==> config.mk <==
export PLATFORM = sky130hd
export DESIGN_NAME = stable_min_priority_queue_unit
export DESIGN_NICKNAME = d
export VERILOG_FILES = /design/src/hdl/spq_pkg.sv /design/src/hdl/spq_store.sv /design/src/hdl/spq_seq.sv /design/src/hdl/stable_min_priority_queue_unit.sv
export SDC_FILE = /design/constraint.sdc
export NUM_CORES = 1
export LEC_CHECK = 0
export ABC_CLOCK_PERIOD_IN_PS = 5700
export BUFFER_PORTS_ARGS = -buffer_cell sky130_fd_sc_hd__buf_4
export CORE_AREA = 2 2 370 372
export CTS_BUF_LIST = sky130_fd_sc_hd__clkbuf_16
export DETAILED_ROUTE_END_ITERATION = 12
export DIE_AREA = 0 0 372 374
export GPL_ROUTABILITY_DRIVEN = 0
export PLACE_DENSITY = 0.44
export SYNTH_ARGS = -nofsm -noshare
export SYNTH_HDL_FRONTEND = slang
export SYNTH_SLANG_ARGS = --single-unit
==> constraint.sdc <==
create_clock -name clk -period 5.7 [get_ports clk]
set_clock_uncertainty 0.05 [all_clocks]
set_input_delay 1.14 -clock clk [delete_from_list [all_inputs] [get_ports clk]]
set_output_delay 1.14 -clock clk [all_outputs]
set_load 0.01 [all_outputs]
==> src/hdl/spq_pkg.sv <==
`default_nettype none

package spq_pkg;

    // Fixed field widths of the stream payload
    localparam int DATA_W     = 32;
    localparam int OUT_PRIO_W = 8;
    localparam int FILL_W     = 5;

    // Operation codes carried on the input tuser bit
    localparam logic ACT_ENQ = 1'b0;
    localparam logic ACT_DEQ = 1'b1;

    // Result status codes
    typedef enum logic [1:0] {
        STATUS_OK    = 2'd0,
        STATUS_FULL  = 2'd1,
        STATUS_EMPTY = 2'd2
    } status_t;

    // Sequencer states
    typedef enum logic [1:0] {
        ST_IDLE,
        ST_SCAN,
        ST_SHIFT,
        ST_EMIT
    } state_t;

    // One result item, sequencer to output register
    typedef struct packed {
        logic [FILL_W-1:0]     fill_count;
        status_t               status;
        logic [OUT_PRIO_W-1:0] out_priority;
        logic [DATA_W-1:0]     out_data;
    } result_t;

endpackage

`default_nettype wire

==> src/hdl/spq_store.sv <==
`default_nettype none

module spq_store #(
    parameter int DEPTH = 16,
    parameter int WIDTH = 40
) (
    input  wire logic                     clk,
    input  wire logic                     we,
    input  wire logic [$clog2(DEPTH)-1:0] waddr,
    input  wire logic [WIDTH-1:0]         wdata,
    input  wire logic [$clog2(DEPTH)-1:0] raddr,
    output logic      [WIDTH-1:0]         rdata
);

    logic [WIDTH-1:0] mem [DEPTH];

    // Write port
    always_ff @(posedge clk)
    begin
        if (we)
        begin
            mem[waddr] <= wdata;
        end
    end

    // Registered read port
    always_ff @(posedge clk)
    begin
        rdata <= mem[raddr];
    end

endmodule

`default_nettype wire

==> src/hdl/spq_seq.sv <==
`default_nettype none

module spq_seq #(
    parameter int DEPTH     = 16,
    parameter int PRIO_BITS = 8
) (
    input  wire logic                                    clk,
    input  wire logic                                    rst_n,
    // Item side
    input  wire logic                                    in_valid,
    output logic                                         in_ready,
    input  wire logic                                    in_action,
    input  wire logic [spq_pkg::DATA_W-1:0]              in_data,
    input  wire logic [spq_pkg::OUT_PRIO_W-1:0]          in_prio,
    // Result side
    output logic                                         res_valid,
    input  wire logic                                    res_ready,
    output spq_pkg::result_t                             res,
    // Entry memory
    output logic                                         mem_we,
    output logic [$clog2(DEPTH)-1:0]                     mem_waddr,
    output logic [PRIO_BITS+spq_pkg::DATA_W-1:0]         mem_wdata,
    output logic [$clog2(DEPTH)-1:0]                     mem_raddr,
    input  wire logic [PRIO_BITS+spq_pkg::DATA_W-1:0]    mem_rdata
);

    localparam int ADDR_W  = $clog2(DEPTH);
    localparam int CNT_W   = ADDR_W + 1;
    localparam int DATA_W  = spq_pkg::DATA_W;
    localparam int OPRIO_W = spq_pkg::OUT_PRIO_W;
    localparam int FILL_W  = spq_pkg::FILL_W;

    spq_pkg::state_t      state_reg, state_next;
    logic [CNT_W-1:0]     count_reg, count_next;
    logic [ADDR_W-1:0]    idx_reg, idx_next;
    logic [ADDR_W-1:0]    best_idx_reg, best_idx_next;
    logic [PRIO_BITS-1:0] best_prio_reg, best_prio_next;
    logic [DATA_W-1:0]    best_data_reg, best_data_next;
    logic [DATA_W-1:0]    res_data_reg, res_data_next;
    logic [PRIO_BITS-1:0] res_prio_reg, res_prio_next;
    spq_pkg::status_t     res_status_reg, res_status_next;

    logic [PRIO_BITS+OPRIO_W-1:0] prio_in_ext;
    logic [PRIO_BITS-1:0]         prio_in;
    logic [PRIO_BITS-1:0]         rd_prio;
    logic [DATA_W-1:0]            rd_data;
    logic                         take;
    logic [ADDR_W-1:0]            scan_best_idx;
    logic [PRIO_BITS-1:0]         scan_best_prio;
    logic [DATA_W-1:0]            scan_best_data;
    logic [CNT_W-1:0]             idx_ext;
    logic [CNT_W-1:0]             idx_p1;
    logic [CNT_W-1:0]             idx_p2;
    logic [CNT_W-1:0]             best_p1;
    logic                         scan_last;
    logic                         shift_last;
    logic                         is_full;
    logic [CNT_W+FILL_W-1:0]      fill_ext;
    logic [PRIO_BITS+OPRIO_W-1:0] prio_out_ext;

    // Input priority masked or extended to the stored width
    assign prio_in_ext = {{PRIO_BITS{1'b0}}, in_prio};
    assign prio_in     = prio_in_ext[PRIO_BITS-1:0];

    assign rd_prio = mem_rdata[PRIO_BITS+DATA_W-1:DATA_W];
    assign rd_data = mem_rdata[DATA_W-1:0];

    // Running minimum: strictly smaller wins, so the oldest slot keeps ties
    assign take           = (idx_reg == '0) || (rd_prio < best_prio_reg);
    assign scan_best_idx  = take ? idx_reg : best_idx_reg;
    assign scan_best_prio = take ? rd_prio : best_prio_reg;
    assign scan_best_data = take ? rd_data : best_data_reg;

    assign idx_ext    = {1'b0, idx_reg};
    assign idx_p1     = idx_ext + CNT_W'(1);
    assign idx_p2     = idx_ext + CNT_W'(2);
    assign best_p1    = {1'b0, scan_best_idx} + CNT_W'(1);
    assign scan_last  = (idx_p1 == count_reg);
    assign shift_last = (idx_p2 == count_reg);
    assign is_full    = (count_reg == CNT_W'(DEPTH));

    // Next state and datapath
    always_comb
    begin
        state_next      = state_reg;
        count_next      = count_reg;
        idx_next        = idx_reg;
        best_idx_next   = best_idx_reg;
        best_prio_next  = best_prio_reg;
        best_data_next  = best_data_reg;
        res_data_next   = res_data_reg;
        res_prio_next   = res_prio_reg;
        res_status_next = res_status_reg;
        case (state_reg)
            spq_pkg::ST_IDLE:
            begin
                if (in_valid)
                begin
                    res_data_next = '0;
                    res_prio_next = '0;
                    if (in_action == spq_pkg::ACT_ENQ)
                    begin
                        state_next = spq_pkg::ST_EMIT;
                        if (is_full)
                        begin
                            res_status_next = spq_pkg::STATUS_FULL;
                        end
                        else
                        begin
                            count_next      = count_reg + CNT_W'(1);
                            res_status_next = spq_pkg::STATUS_OK;
                        end
                    end
                    else if (count_reg == '0)
                    begin
                        state_next      = spq_pkg::ST_EMIT;
                        res_status_next = spq_pkg::STATUS_EMPTY;
                    end
                    else
                    begin
                        state_next = spq_pkg::ST_SCAN;
                        idx_next   = '0;
                    end
                end
            end
            spq_pkg::ST_SCAN:
            begin
                best_idx_next  = scan_best_idx;
                best_prio_next = scan_best_prio;
                best_data_next = scan_best_data;
                if (scan_last)
                begin
                    if (best_p1 == count_reg)
                    begin
                        // winner is the newest entry: nothing to close up
                        state_next      = spq_pkg::ST_EMIT;
                        count_next      = count_reg - CNT_W'(1);
                        res_data_next   = scan_best_data;
                        res_prio_next   = scan_best_prio;
                        res_status_next = spq_pkg::STATUS_OK;
                    end
                    else
                    begin
                        state_next = spq_pkg::ST_SHIFT;
                        idx_next   = scan_best_idx;
                    end
                end
                else
                begin
                    idx_next = idx_p1[ADDR_W-1:0];
                end
            end
            spq_pkg::ST_SHIFT:
            begin
                if (shift_last)
                begin
                    state_next      = spq_pkg::ST_EMIT;
                    count_next      = count_reg - CNT_W'(1);
                    res_data_next   = best_data_reg;
                    res_prio_next   = best_prio_reg;
                    res_status_next = spq_pkg::STATUS_OK;
                end
                else
                begin
                    idx_next = idx_p1[ADDR_W-1:0];
                end
            end
            spq_pkg::ST_EMIT:
            begin
                if (res_ready)
                begin
                    state_next = spq_pkg::ST_IDLE;
                end
            end
            default:
            begin
                state_next = spq_pkg::ST_IDLE;
            end
        endcase
    end

    // Outputs: handshakes and memory port control
    always_comb
    begin
        in_ready  = 1'b0;
        res_valid = 1'b0;
        mem_we    = 1'b0;
        mem_waddr = idx_reg;
        mem_wdata = mem_rdata;
        mem_raddr = '0;
        case (state_reg)
            spq_pkg::ST_IDLE:
            begin
                in_ready  = 1'b1;
                mem_we    = in_valid && (in_action == spq_pkg::ACT_ENQ) && !is_full;
                mem_waddr = count_reg[ADDR_W-1:0];
                mem_wdata = {prio_in, in_data};
            end
            spq_pkg::ST_SCAN:
            begin
                mem_raddr = scan_last ? best_p1[ADDR_W-1:0] : idx_p1[ADDR_W-1:0];
            end
            spq_pkg::ST_SHIFT:
            begin
                // move slot idx+1 down into slot idx, fetch the one after
                mem_we    = 1'b1;
                mem_raddr = idx_p2[ADDR_W-1:0];
            end
            spq_pkg::ST_EMIT:
            begin
                res_valid = 1'b1;
            end
            default:
            begin
                in_ready = 1'b0;
            end
        endcase
    end

    // Result item; fill count follows the already updated entry count
    assign fill_ext         = {{FILL_W{1'b0}}, count_reg};
    assign prio_out_ext     = {{OPRIO_W{1'b0}}, res_prio_reg};
    assign res.out_data     = res_data_reg;
    assign res.out_priority = prio_out_ext[OPRIO_W-1:0];
    assign res.status       = res_status_reg;
    assign res.fill_count   = fill_ext[FILL_W-1:0];

    // Control registers
    always_ff @(posedge clk or negedge rst_n)
    begin
        if (!rst_n)
        begin
            state_reg <= spq_pkg::ST_IDLE;
            count_reg <= '0;
            idx_reg   <= '0;
        end
        else
        begin
            state_reg <= state_next;
            count_reg <= count_next;
            idx_reg   <= idx_next;
        end
    end

    // Payload registers
    always_ff @(posedge clk)
    begin
        best_idx_reg   <= best_idx_next;
        best_prio_reg  <= best_prio_next;
        best_data_reg  <= best_data_next;
        res_data_reg   <= res_data_next;
        res_prio_reg   <= res_prio_next;
        res_status_reg <= res_status_next;
    end

`ifndef SYNTHESIS
    // Entry count never runs past the store size
    a_count_bound: assert property (@(posedge clk) disable iff (!rst_n)
        count_reg <= CNT_W'(DEPTH))
        else $error("entry count above depth");

    // A stored enqueue grows the count by one
    a_enq_count: assert property (@(posedge clk) disable iff (!rst_n)
        in_valid && in_ready && (in_action == spq_pkg::ACT_ENQ) && !is_full
        |=> count_reg == $past(count_reg) + CNT_W'(1))
        else $error("enqueue did not advance count");

    // The close-up pass only moves entries out of live slots
    a_shift_range: assert property (@(posedge clk) disable iff (!rst_n)
        (state_reg == spq_pkg::ST_SHIFT) |-> (idx_p1 < count_reg))
        else $error("shift source beyond held entries");
`endif

endmodule

`default_nettype wire

==> src/hdl/stable_min_priority_queue_unit.sv <==
`default_nettype none

// Channel   Dir  Signals                      Payload (lowest bit first)
// s_axis    in   tvalid tready tdata tuser    tdata: item_data, item_priority
//                                             tuser: action
// m_axis    out  tvalid tready tdata tuser    tdata: out_data, out_priority,
//                                                    fill_count
//                                             tuser: status
//
// An enqueue writes the next free slot. A dequeue scans the held entries
// for the minimum and moves any later entries down to close its gap: the
// single read port of the entry memory serves one slot per cycle for both.
// Reset clears the control state, entry count and output valid flag; the
// entry memory needs no clearing. One output register holds a finished
// result, so the next item is taken while it waits; a second result waits
// in the sequencer until it drains.
module stable_min_priority_queue_unit #(
    parameter int DEPTH     = 16,
    parameter int PRIO_BITS = 8
) (
    input  wire logic        clk,
    input  wire logic        rst_n,
    input  wire logic        s_axis_tvalid,
    output logic             s_axis_tready,
    input  wire logic [39:0] s_axis_tdata,   // item_data[31:0], item_priority[39:32]
    input  wire logic [0:0]  s_axis_tuser,   // action[0]
    output logic             m_axis_tvalid,
    input  wire logic        m_axis_tready,
    output logic [47:0]      m_axis_tdata,   // out_data[31:0], out_priority[39:32],
                                             // fill_count[44:40], zero pad[47:45]
    output logic [1:0]       m_axis_tuser    // status[1:0]
);

    localparam int ADDR_W  = $clog2(DEPTH);
    localparam int ENTRY_W = PRIO_BITS + spq_pkg::DATA_W;

    logic               res_valid;
    logic               res_ready;
    spq_pkg::result_t   res;
    logic               mem_we;
    logic [ADDR_W-1:0]  mem_waddr;
    logic [ENTRY_W-1:0] mem_wdata;
    logic [ADDR_W-1:0]  mem_raddr;
    logic [ENTRY_W-1:0] mem_rdata;

    logic               out_valid_reg, out_valid_next;
    spq_pkg::result_t   out_reg, out_next;

    spq_seq #(
        .DEPTH     (DEPTH),
        .PRIO_BITS (PRIO_BITS)
    ) u_seq (
        .clk       (clk),
        .rst_n     (rst_n),
        .in_valid  (s_axis_tvalid),
        .in_ready  (s_axis_tready),
        .in_action (s_axis_tuser[0]),
        .in_data   (s_axis_tdata[31:0]),
        .in_prio   (s_axis_tdata[39:32]),
        .res_valid (res_valid),
        .res_ready (res_ready),
        .res       (res),
        .mem_we    (mem_we),
        .mem_waddr (mem_waddr),
        .mem_wdata (mem_wdata),
        .mem_raddr (mem_raddr),
        .mem_rdata (mem_rdata)
    );

    spq_store #(
        .DEPTH (DEPTH),
        .WIDTH (ENTRY_W)
    ) u_store (
        .clk   (clk),
        .we    (mem_we),
        .waddr (mem_waddr),
        .wdata (mem_wdata),
        .raddr (mem_raddr),
        .rdata (mem_rdata)
    );

    // Output register: loads when empty or being drained this cycle
    assign res_ready = !out_valid_reg || m_axis_tready;

    always_comb
    begin
        out_valid_next = out_valid_reg;
        out_next       = out_reg;
        if (res_ready)
        begin
            out_valid_next = res_valid;
            if (res_valid)
            begin
                out_next = res;
            end
        end
    end

    always_ff @(posedge clk or negedge rst_n)
    begin
        if (!rst_n)
        begin
            out_valid_reg <= 1'b0;
        end
        else
        begin
            out_valid_reg <= out_valid_next;
        end
    end

    always_ff @(posedge clk)
    begin
        out_reg <= out_next;
    end

    // Master-side packing
    assign m_axis_tvalid = out_valid_reg;
    assign m_axis_tdata  = {3'b000, out_reg.fill_count, out_reg.out_priority, out_reg.out_data};
    assign m_axis_tuser  = out_reg.status;

endmodule

`default_nettype wire

### Yosys cells after proc, flatten, opt, wreduce, memory -nomap -nowiden

Memories as Yosys holds them, arrays and structs flattened. A register that Yosys moved wholly into a read port is not among the register bits.
Cells that the tools add are included.

| storage, ports and cells | value |
|---|---|
| register bits after elaboration | 145 |
| memory bits (writable) | 640 |
| memories | 1 |
| word-level logic and storage cells | 109 |
| output and inout port bits | 52 |

Memories:

| memory | words | bits a word | read ports | clocked after memory_dff | write ports | line | text |
|---|---|---|---|---|---|---|---|
| u_store.mem | 16 | 40 | 1 | 1 | 1 | spq_store.sv:15 | `logic [WIDTH-1:0] mem [DEPTH];` |

| cells by class | value |
|---|---|
| magnitude comparators | 1 |
| $add $sub $neg | 5 |
| reduce and logical (&&, ||, !) cells | 16 |
| muxes and demuxes | 52 |
| eq/ne operators | 19 |
| bitwise operators | 1 |

Operator list:

| operator | number |
|---|---|
| $mux W32 | 5 |
| $pmux W32 S3 | 1 |
| $mux W40 | 1 |
| $mux W8 | 5 |
| $mux W4 | 9 |
| $mux W5 | 6 |
| $mux W2 | 12 |
| $pmux W8 S3 | 1 |
| $eq A5 B5 Y1 | 3 |
| $pmux W5 S3 | 1 |
| $ne A2 B2 Y1 const B | 7 |
| $pmux W4 S3 | 1 |
| $reduce_and A6 Y1 | 2 |
| $add A4 B1 Y5 const B | 2 |
| $lt A8 B8 Y1 | 1 |
| $pmux W2 S4 | 1 |
| $pmux W4 S2 | 1 |
| $reduce_and A7 Y1 | 1 |
| $mux W1 | 6 |
| $ne A2 B1 Y1 const B | 3 |
| $pmux W2 S3 | 1 |
| $add A4 B2 Y5 const B | 1 |
| $add A5 B1 Y5 const B | 1 |
| $eq A5 B5 Y1 const B | 1 |
| 17 further kinds | 21 |

### Logic depth before layout (Yosys ltp)

Gate-level depths: netlist of run 1.

| depth | value |
|---|---|
| depth in word-level cells | 8 |
| mapped depth | 18 |
| depth with buffers taken out | 14 |

### Cells and area by module

From an unflattened synthesis of run 1, not the netlist that was laid out.

| second synthesis, totals | value |
|---|---|
| cells, all modules | 1572 |
| area, all modules | 32399.8 um2 |

Modules (own cells, without submodules):

| module | cells an instance | instances | area an instance (um2) |
|---|---|---|---|
| spq_store | 1040 | 1 | 25131.6 |
| spq_seq | 477 | 1 | 5776.8 |
| stable_min_priority_queue_unit | 55 | 1 | 1491.4 |

### Worst setup path before layout of run 1

No wires, ideal clock.

| timing path | value |
|---|---|
| path kind | register -> register |
| start | reg u_seq.idx_reg[0] |
| end | reg u_seq.res_status_reg[0], enable pin |
| cell stages (with the launch flop) | 16 |
| slack | 0.852 ns |
| data arrival time | 4.498 ns |
| path buffers | 2 |
| clock period less this slack | 4.848 ns |
| path through | dfrtp_1 clkbuf_1 inv_1 ha_1 nor3b_1 a21oi_1 a32o_1 buf_2 mux2_2 ha_1 nor4_2 a211o_1 a31o_2 nor4b_2 o21a_1 and2_1 |

| on the way | value |
|---|---|
| cells in the longest elaborated chain, start to end | 7 |
| elaborated cells on any way between the ends | 13 |
| classes of those cells | add/sub (3); eq/ne (6); mux (1); reduce/logical (3) |

Ends and longest elaborated chain:

| what | line | text |
|---|---|---|
| start: declaration | spq_seq.sv:35 | `logic [ADDR_W-1:0] idx_reg, idx_next;` |
| start signal: assignment | spq_seq.sv:241 | `idx_reg <= idx_next;` |
| $logic_not A4 Y1 | spq_seq.sv:69 | `assign take = (idx_reg == '0) \|\| (rd_prio < best_prio_reg);` |
| $logic_or A1 B1 Y1 | spq_seq.sv:69 |  |
| $mux W4 * | spq_seq.sv:70 | `assign scan_best_idx = take ? idx_reg : best_idx_reg;` |
| named net u_seq.scan_best_idx[0] | spq_seq.sv:48 | `logic [ADDR_W-1:0] scan_best_idx;` |
| $add A4 B1 Y5 * | spq_seq.sv:77 | `assign best_p1 = {1'b0, scan_best_idx} + CNT_W'(1);` |
| $eq A5 B5 Y1 * | spq_seq.sv:133 | `if (best_p1 == count_reg)` |
| $ne A2 B1 Y1 (no source line) * | n/a |  |
| $reduce_and A6 Y1 (no source line) * | n/a |  |
| end signal: assignment | spq_seq.sv:253 | `res_status_reg <= res_status_next;` |
| end: declaration | spq_seq.sv:41 | `spq_pkg::status_t res_status_reg, res_status_next;` |

The timed path passes the listed nets; every way through them passes the cells marked *.
A chain may end at the register's enable or synchronous reset.

### Final worst setup path of run 1

| timing path | value |
|---|---|
| start | reg u_seq.idx_reg[0] |
| end | reg u_seq.res_data_reg[21], enable pin |

| on the way | value |
|---|---|
| cells in the longest elaborated chain, start to end | 7 |
| elaborated cells on any way between the ends | 13 |
| classes of those cells | add/sub (3); eq/ne (6); mux (1); reduce/logical (3) |

Ends and longest elaborated chain:

| what | line | text |
|---|---|---|
| $logic_not A4 Y1 | spq_seq.sv:69 |  |
| $logic_or A1 B1 Y1 | spq_seq.sv:69 |  |
| $mux W4 * | spq_seq.sv:70 |  |
| named net u_seq.scan_best_idx[0] | spq_seq.sv:48 |  |
| $add A4 B1 Y5 * | spq_seq.sv:77 |  |
| $eq A5 B5 Y1 * | spq_seq.sv:133 |  |
| $ne A2 B1 Y1 (no source line) * | n/a |  |
| $reduce_and A5 Y1 (no source line) * | n/a |  |
| end signal: assignment | spq_seq.sv:251 | `res_data_reg <= res_data_next;` |
| end: declaration | spq_seq.sv:39 | `logic [DATA_W-1:0] res_data_reg, res_data_next;` |

Marked as above.

==> results.toml, run 1 <==
[logic_synthesis]
netlist_instances = 2315
seq_area_frac_synth = 0.725
yosysTopAreaCell = "edfxtp_1"
synth_edf_count = 773
synthTopCellsByCount = "edfxtp_1, nand2_1, nor2_1"
synthFlopType = "edfxtp_1"
yosysUniqueCellTypes = 78
syn_area_um2 = 33600
avgSynthCellArea_um2 = 14.5
yosysMostFrequentCell = "edfxtp_1"
synth_area_leaders = "edfxtp_1, mux2i_1, mux2_2"
synth_top_area_frac = 0.692
synthArstFlopShare = 0.0145
ys_warn_count = 0
synth_seq_cells = 825

[layout]
fillers = 13400
largest_register_ffs = 640
final_util = 0.292
regMostFlops = "u_store.mem"
final_area_um2 = 39400
fin_nets = 2460
syn_to_final_growth_pct = 17.4
drive_above_1_share = 0.164

[timing]
worst_hold_slack_ns = 0.300
finalSetupTns_ns = 0
rsz0062_at_grt = "no"
slew_headroom = 0.128
finalMaxSlewViolations = 0
fmax_mhz = 201
worst-slew-pin-transition_ns = 1.30
period_share = 0.874
hold_violations = 0
setup_viol = 0
period_needed_ns = 4.98

[global_route]
grt_usage = 0.133
grt_start_max_net_pins = 158
grt_pass1_vias = 19700
grt_overflow = 0
antenna_found_initial = 15
grt_pass1_wl_um = 137000

[power]
power.density_nw_per_um2 = 596
leakage_uw = 0.0132
irDropWorstVdd_mv = 0.785

[clock_network]
ctsHoldBuffers = 0
cts_setup_buffers = 0
cts_tree = "built"
cts_buffers = 89
clk_latency_ns = 0.65
clkSlewWorstSetupHoldPaths_ns = 0.06
ctsResizeCount = 0
clock_sinks = 825
htreeDepth = 3
root_buffer = "clkbuf_16"
clock_path_buffers = 3

[routing]
firstDrtPassIters = 5
wl_per_cell_um = 22.0
via_per_inst = 4.67
drt_wl_total_um = 93700
detail-route-antenna-nets = 0
post-route-drc-count = 0
vias = 19900
drt_iter0_drc = 1682

[critical_path]
required_ns = 5.92
path_cells = "inv_1 > ha_1 > nor3b_1 > a21oi_1 > a32o_2 > mux2_2 > ha_1 > nor4_2 > a211o_1 > a31o_2 > nor4b_2 > o21a_2 > buf_4"
crit_slowest_cell = "dfrtp_1"
max_stage_delay_ns = 0.64
crit_fanout = 37
crit_top_cell = "ha_1"
crit_buf_inv = 2
cp-end-kind = "flop"
cp_top_family = "compound AO/OA/AOI/OAI gates"
start_kind = "flop"
arrival_ns = 5.21
worstSetupPathType = "flop to flop"

[hold_path]
hp-class = "primary input to async pin"

[placed_design]
place_area_um2 = 36600
io_buffer_count = 93
hpwl_um = 54500

[flow_run]
maxCapViolations = 0

[floorplanning]
io_pins = 97
die-area_um2 = 139000
rows = 135
core_um2 = 135000
start_util = 0.249
fp.dieH_um = 374
die_w_um = 372

[outcome]
status = "completed"
[logic make-up after synthesis]
group           share of synthesized area
mux                                0.0593
buf+inv                            0.0302
xor+xnor                          0.00470
compound gates                     0.0932
flops                               0.725
fa+ha+maj                         0.00731
simple gates                       0.0805
other cells                      0.000112
[final timing paths]
path                            slack, ns                              from  depth (start not counted)                                to
worst max register to register       0.72      u_seq.idx_reg[0]$_DFFE_PN0P_                         13  u_seq.res_data_reg[21]$_DFFE_PP_
worst max-delay path                 0.72      u_seq.idx_reg[0]$_DFFE_PN0P_                         13  u_seq.res_data_reg[21]$_DFFE_PP_
min in group clk                     0.36  u_seq.res_data_reg[24]$_DFFE_PP_                          0        m_axis_tdata[24]$_DFFE_PP_
worst min-delay path                 0.30                             rst_n                          1    u_seq.state_reg[0]$_DFFE_PN0P_
worst min register to register       0.36  u_seq.res_data_reg[24]$_DFFE_PP_                          0        m_axis_tdata[24]$_DFFE_PP_
max in group asynchronous            5.13                             rst_n                          1         m_axis_tvalid$_DFFE_PN0N_
[final cells by class]
cell class / count / area (um2) / area share
tap: 1781 / 2230 / 0.0565
multi-input combinational: 1269 / 8420 / 0.214
inverter: 61 / 230 / 0.00584
clock buffer: 92 / 2300 / 0.0584
sequential: 825 / 24300 / 0.617
timing repair buffer: 150 / 1410 / 0.0359
clock inverter: 73 / 493 / 0.0125
antenna: 1 / 2.50 / 0.0000635
[per-stage QoR]
stage                     worst slack, ns  power, uW  instances
after floorplan                     0.852      15100       2317
final                               0.716      23500       4252
after global placement              0.944      18000       4086
after detailed placement            0.801      18200       4086
after CTS                           0.768      23800       4251
after global routing                0.398      24900       4251
[layer usage]
layer | GRT usage | up-vias | part of all wire
met2 | 0.206 | 604 | 0.45
li1 | - | 9029 | -
met3 | 0.0239 | 133 | 0.066
met5 | 0 | - | 0.00070
met4 | 0.0378 | 12 | 0.020
met1 | 0.188 | 10100 | 0.46
[placed cells by master, fill, tap and decap left out, drive strengths merged, types with 26 or more instances in the layout]
cell	count
or3	44
inv	89
nor3	66
a22oi	41
mux2	79
nor2	196
mux2i	110
a21oi	107
clkbuf	92
nand2	237
dfxtp	40
nor4	26
clkinv	39
edfxtp	773
a211oi	42
buf	150
a311oi	57
o211ai	30
[worst reg2reg max path: stages (launching register included)]
cell     delay (ns)
dfrtp_1        0.64
inv_1          0.21
ha_1           0.27
nor3b_1        0.18
a21oi_1        0.16
a32o_2         0.46
mux2_2         0.43
ha_1           0.24
nor4_2         0.59
a211o_1        0.18
a31o_2         0.18
nor4b_2        0.37
o21a_2         0.24
buf_4          0.40
[where the power goes]
group	leakage [uW]	total [uW]	switching [uW]	internal, uW
clock	0.00148	5500	2350	3150
combinational	0.00422	8440	5700	2750
sequential	0.00752	9540	689	8850
(Power assumes the default switching activity.)
==> run 2, diff against run 1 <==
--- a/config.mk
+++ b/config.mk
@@ -7,12 +7,12 @@
 export LEC_CHECK = 0
 export ABC_CLOCK_PERIOD_IN_PS = 5700
 export BUFFER_PORTS_ARGS = -buffer_cell sky130_fd_sc_hd__buf_4
-export CORE_AREA = 2 2 370 372
+export CORE_AREA = 2 2 263 265
 export CTS_BUF_LIST = sky130_fd_sc_hd__clkbuf_16
 export DETAILED_ROUTE_END_ITERATION = 12
-export DIE_AREA = 0 0 372 374
+export DIE_AREA = 0 0 265 267
 export GPL_ROUTABILITY_DRIVEN = 0
-export PLACE_DENSITY = 0.44
+export PLACE_DENSITY = 0.71
 export SYNTH_ARGS = -nofsm -noshare
 export SYNTH_HDL_FRONTEND = slang
 export SYNTH_SLANG_ARGS = --single-unit
==> constraint.sdc (replaced) <==
create_clock -name clk -period 5.7 [get_ports clk]
set_clock_uncertainty 0.05 [all_clocks]
set_input_delay 1.71 -clock clk [delete_from_list [all_inputs] [get_ports clk]]
set_output_delay 1.71 -clock clk [all_outputs]
set_load 0.01 [all_outputs]
==> run 2 against run 1 <==
Effect of this change:
- total power shrank 3.0%
- maximum frequency shrank 0.66%
- design area shrank 3.9%
- clock power shrank 7.5%
- sequential power shrank 0.7%
- via count grew 2.9%
- setup slack lost 0.033 ns
- register-to-register slack lost 0.03 ns
- largest power group unchanged
- highest routed layer unchanged
==> results.toml, run 2 (synthesis gave the netlist of run 1 again) <==
[outcome]
status = "completed"

[power]
power_frac_clock = 0.223
power.density_nw_per_um2 = 601
switchingPower_uw = 8320
swShare = 0.365
leakage_uw = 0.0130
p_seq_frac = 0.416
irDropWorstVdd_mv = 0.449
p_int_uw = 14500
p_comb_frac = 0.361

[timing]
finalSetupTns_ns = 0
hold_violations = 0
period_share = 0.880
fmax_mhz = 199
finalMaxSlewViolations = 0
rsz0062_at_grt = "no"
worst-slew-pin-transition_ns = 1.31
period_needed_ns = 5.02
slew_headroom = 0.116
setup_slack_ns = 0.683
setup_viol = 0

[global_route]
antenna_found_initial = 3
grt_start_max_net_pins = 158
grt_usage = 0.232
grt_pass1_wl_um = 124000
grt_overflow = 0
grt_pass1_vias = 20100

[clock_network]
htreeDepth = 3
ctsHoldBuffers = 0
cts_tree = "built"
clk_latency_ns = 0.63
clock_sinks = 825
clock_path_buffers = 3
root_buffer = "clkbuf_16"
clkSlewWorstSetupHoldPaths_ns = 0.07
cts_setup_buffers = 0
ctsResizeCount = 0
cts_buffers = 80

[placed_design]
dpl.cell_count = 3186
pre_cts_ws_ns = 0.810
hpwl_um = 45800
io_buffer_count = 93

[routing]
vias = 20500
post-route-drc-count = 0
drt_wl_total_um = 81900
firstDrtPassIters = 6
via_per_inst = 6.14
wl_per_cell_um = 24.6
detail-route-antenna-nets = 0
drt_iter0_drc = 2083

[floorplanning]
core_um2 = 68000
fp.dieH_um = 267
die_w_um = 265
start_util = 0.494
io_pins = 97
rows = 96
die-area_um2 = 70800

[critical_path]
crit_slowest_cell = "dfrtp_1"
required_ns = 5.97
crit_fanout = 41
path_cells = "inv_1 > ha_1 > nor3b_1 > a21oi_1 > a32o_2 > mux2_2 > ha_1 > nor4_2 > a211o_1 > a31o_2 > nor4b_2 > o21a_2 > buf_4 > and2_1"
cp-startpoint = "u_seq.idx_reg[0]$_DFFE_PN0P_"
max_stage_delay_ns = 0.62
arrival_ns = 5.29
cp-end-kind = "flop"
worstSetupPathType = "flop to flop"
start_kind = "flop"
crit_top_cell = "ha_1"
r2r-start = "u_seq.idx_reg[0]$_DFFE_PN0P_"

[flow_run]
maxCapViolations = 0

[layout]
fin_nets = 2450
drive_above_1_share = 0.158
multiInputGateArea_um2 = 8420
fillers = 5232
final_cell_mix = "edfxtp_1, nand2_1, nor2_1, buf_4, mux2i_1"
finalNonFillerCells = 3334
largest_register_ffs = 640
regMostFlops = "u_store.mem"
final_util = 0.557
seq_area_um2 = 24300
syn_to_final_growth_pct = 12.9
mostFrequentLayoutCell = "edfxtp_1"

[hold_path]
hp-start = "u_seq.res_data_reg[26]$_DFFE_PP_"
hp-class = "flop to flop"
==> run 2: area by class of cell <==
class,instances,share of cell area
well taps,882,0.0291
inverters,61,0.00604
flip-flops and latches,825,0.642
clock inverters,63,0.0116
diodes,2,0.000132
clock buffers,83,0.0548
repair buffers,149,0.0342
multi-input cells,1269,0.222
==> run 2: power by group through the flow <==
| stage | clock (uW) | sequential (uW) | combinational (uW) |
|---|---|---|---|
| global placement | 0 | 9530 | 7870 |
| global route | 5400 | 9560 | 8940 |
| CTS | 5160 | 9460 | 8190 |
| finish | 5090 | 9470 | 8220 |
| floorplan | 0 | 9280 | 5770 |
| detailed placement | 0 | 9590 | 8140 |
==> run 2: final timing paths <==
check	endpoint	slack [ns]	depth (start not counted)
setup / recovery	u_seq.res_status_reg[0]$_SDFFCE_PP0P_	0.68	14
hold / removal	m_axis_tdata[26]$_DFFE_PP_	0.36	0
setup reg to reg	u_seq.res_status_reg[0]$_SDFFCE_PP0P_	0.68	14
hold reg to reg	m_axis_tdata[26]$_DFFE_PP_	0.36	0
max in group asynchronous	u_seq.state_reg[1]$_DFFE_PN0P_	4.55	1
min in group asynchronous	u_seq.idx_reg[0]$_DFFE_PN0P_	0.88	1
==> run 2: routing by layer <==
metal,up-vias,wire length [um],global-route usage
met5,-,16,0
met4,2,1960,0.0763
met3,151,8090,0.0491
met2,1091,39400,0.379
met1,10200,32400,0.312
li1,8993,-,-
==> run 2: worst max-delay path, delay by kind of cell, from the launching register on <==
kind,cells,cell delay (ns)
AND/OR/NAND/NOR,4,1.34
AO/OA/AOI/OAI,5,1.16
flip-flops,1,0.62
buffers and inverters,2,0.62
adder cells (fa/ha/maj),2,0.50
multiplexers,1,0.43
==> run 2: per-stage QoR <==
step | hold WS, ns | total power (uW) | area (um2)
after global routing | 0.374 | 23900 | 37900
after CTS | 0.367 | 22800 | 37900
final | 0.365 | 22800 | 37900
after floorplan | 0.350 | 15100 | 33600
after global placement | 0.352 | 17400 | 35400
after detailed placement | 0.355 | 17700 | 35400
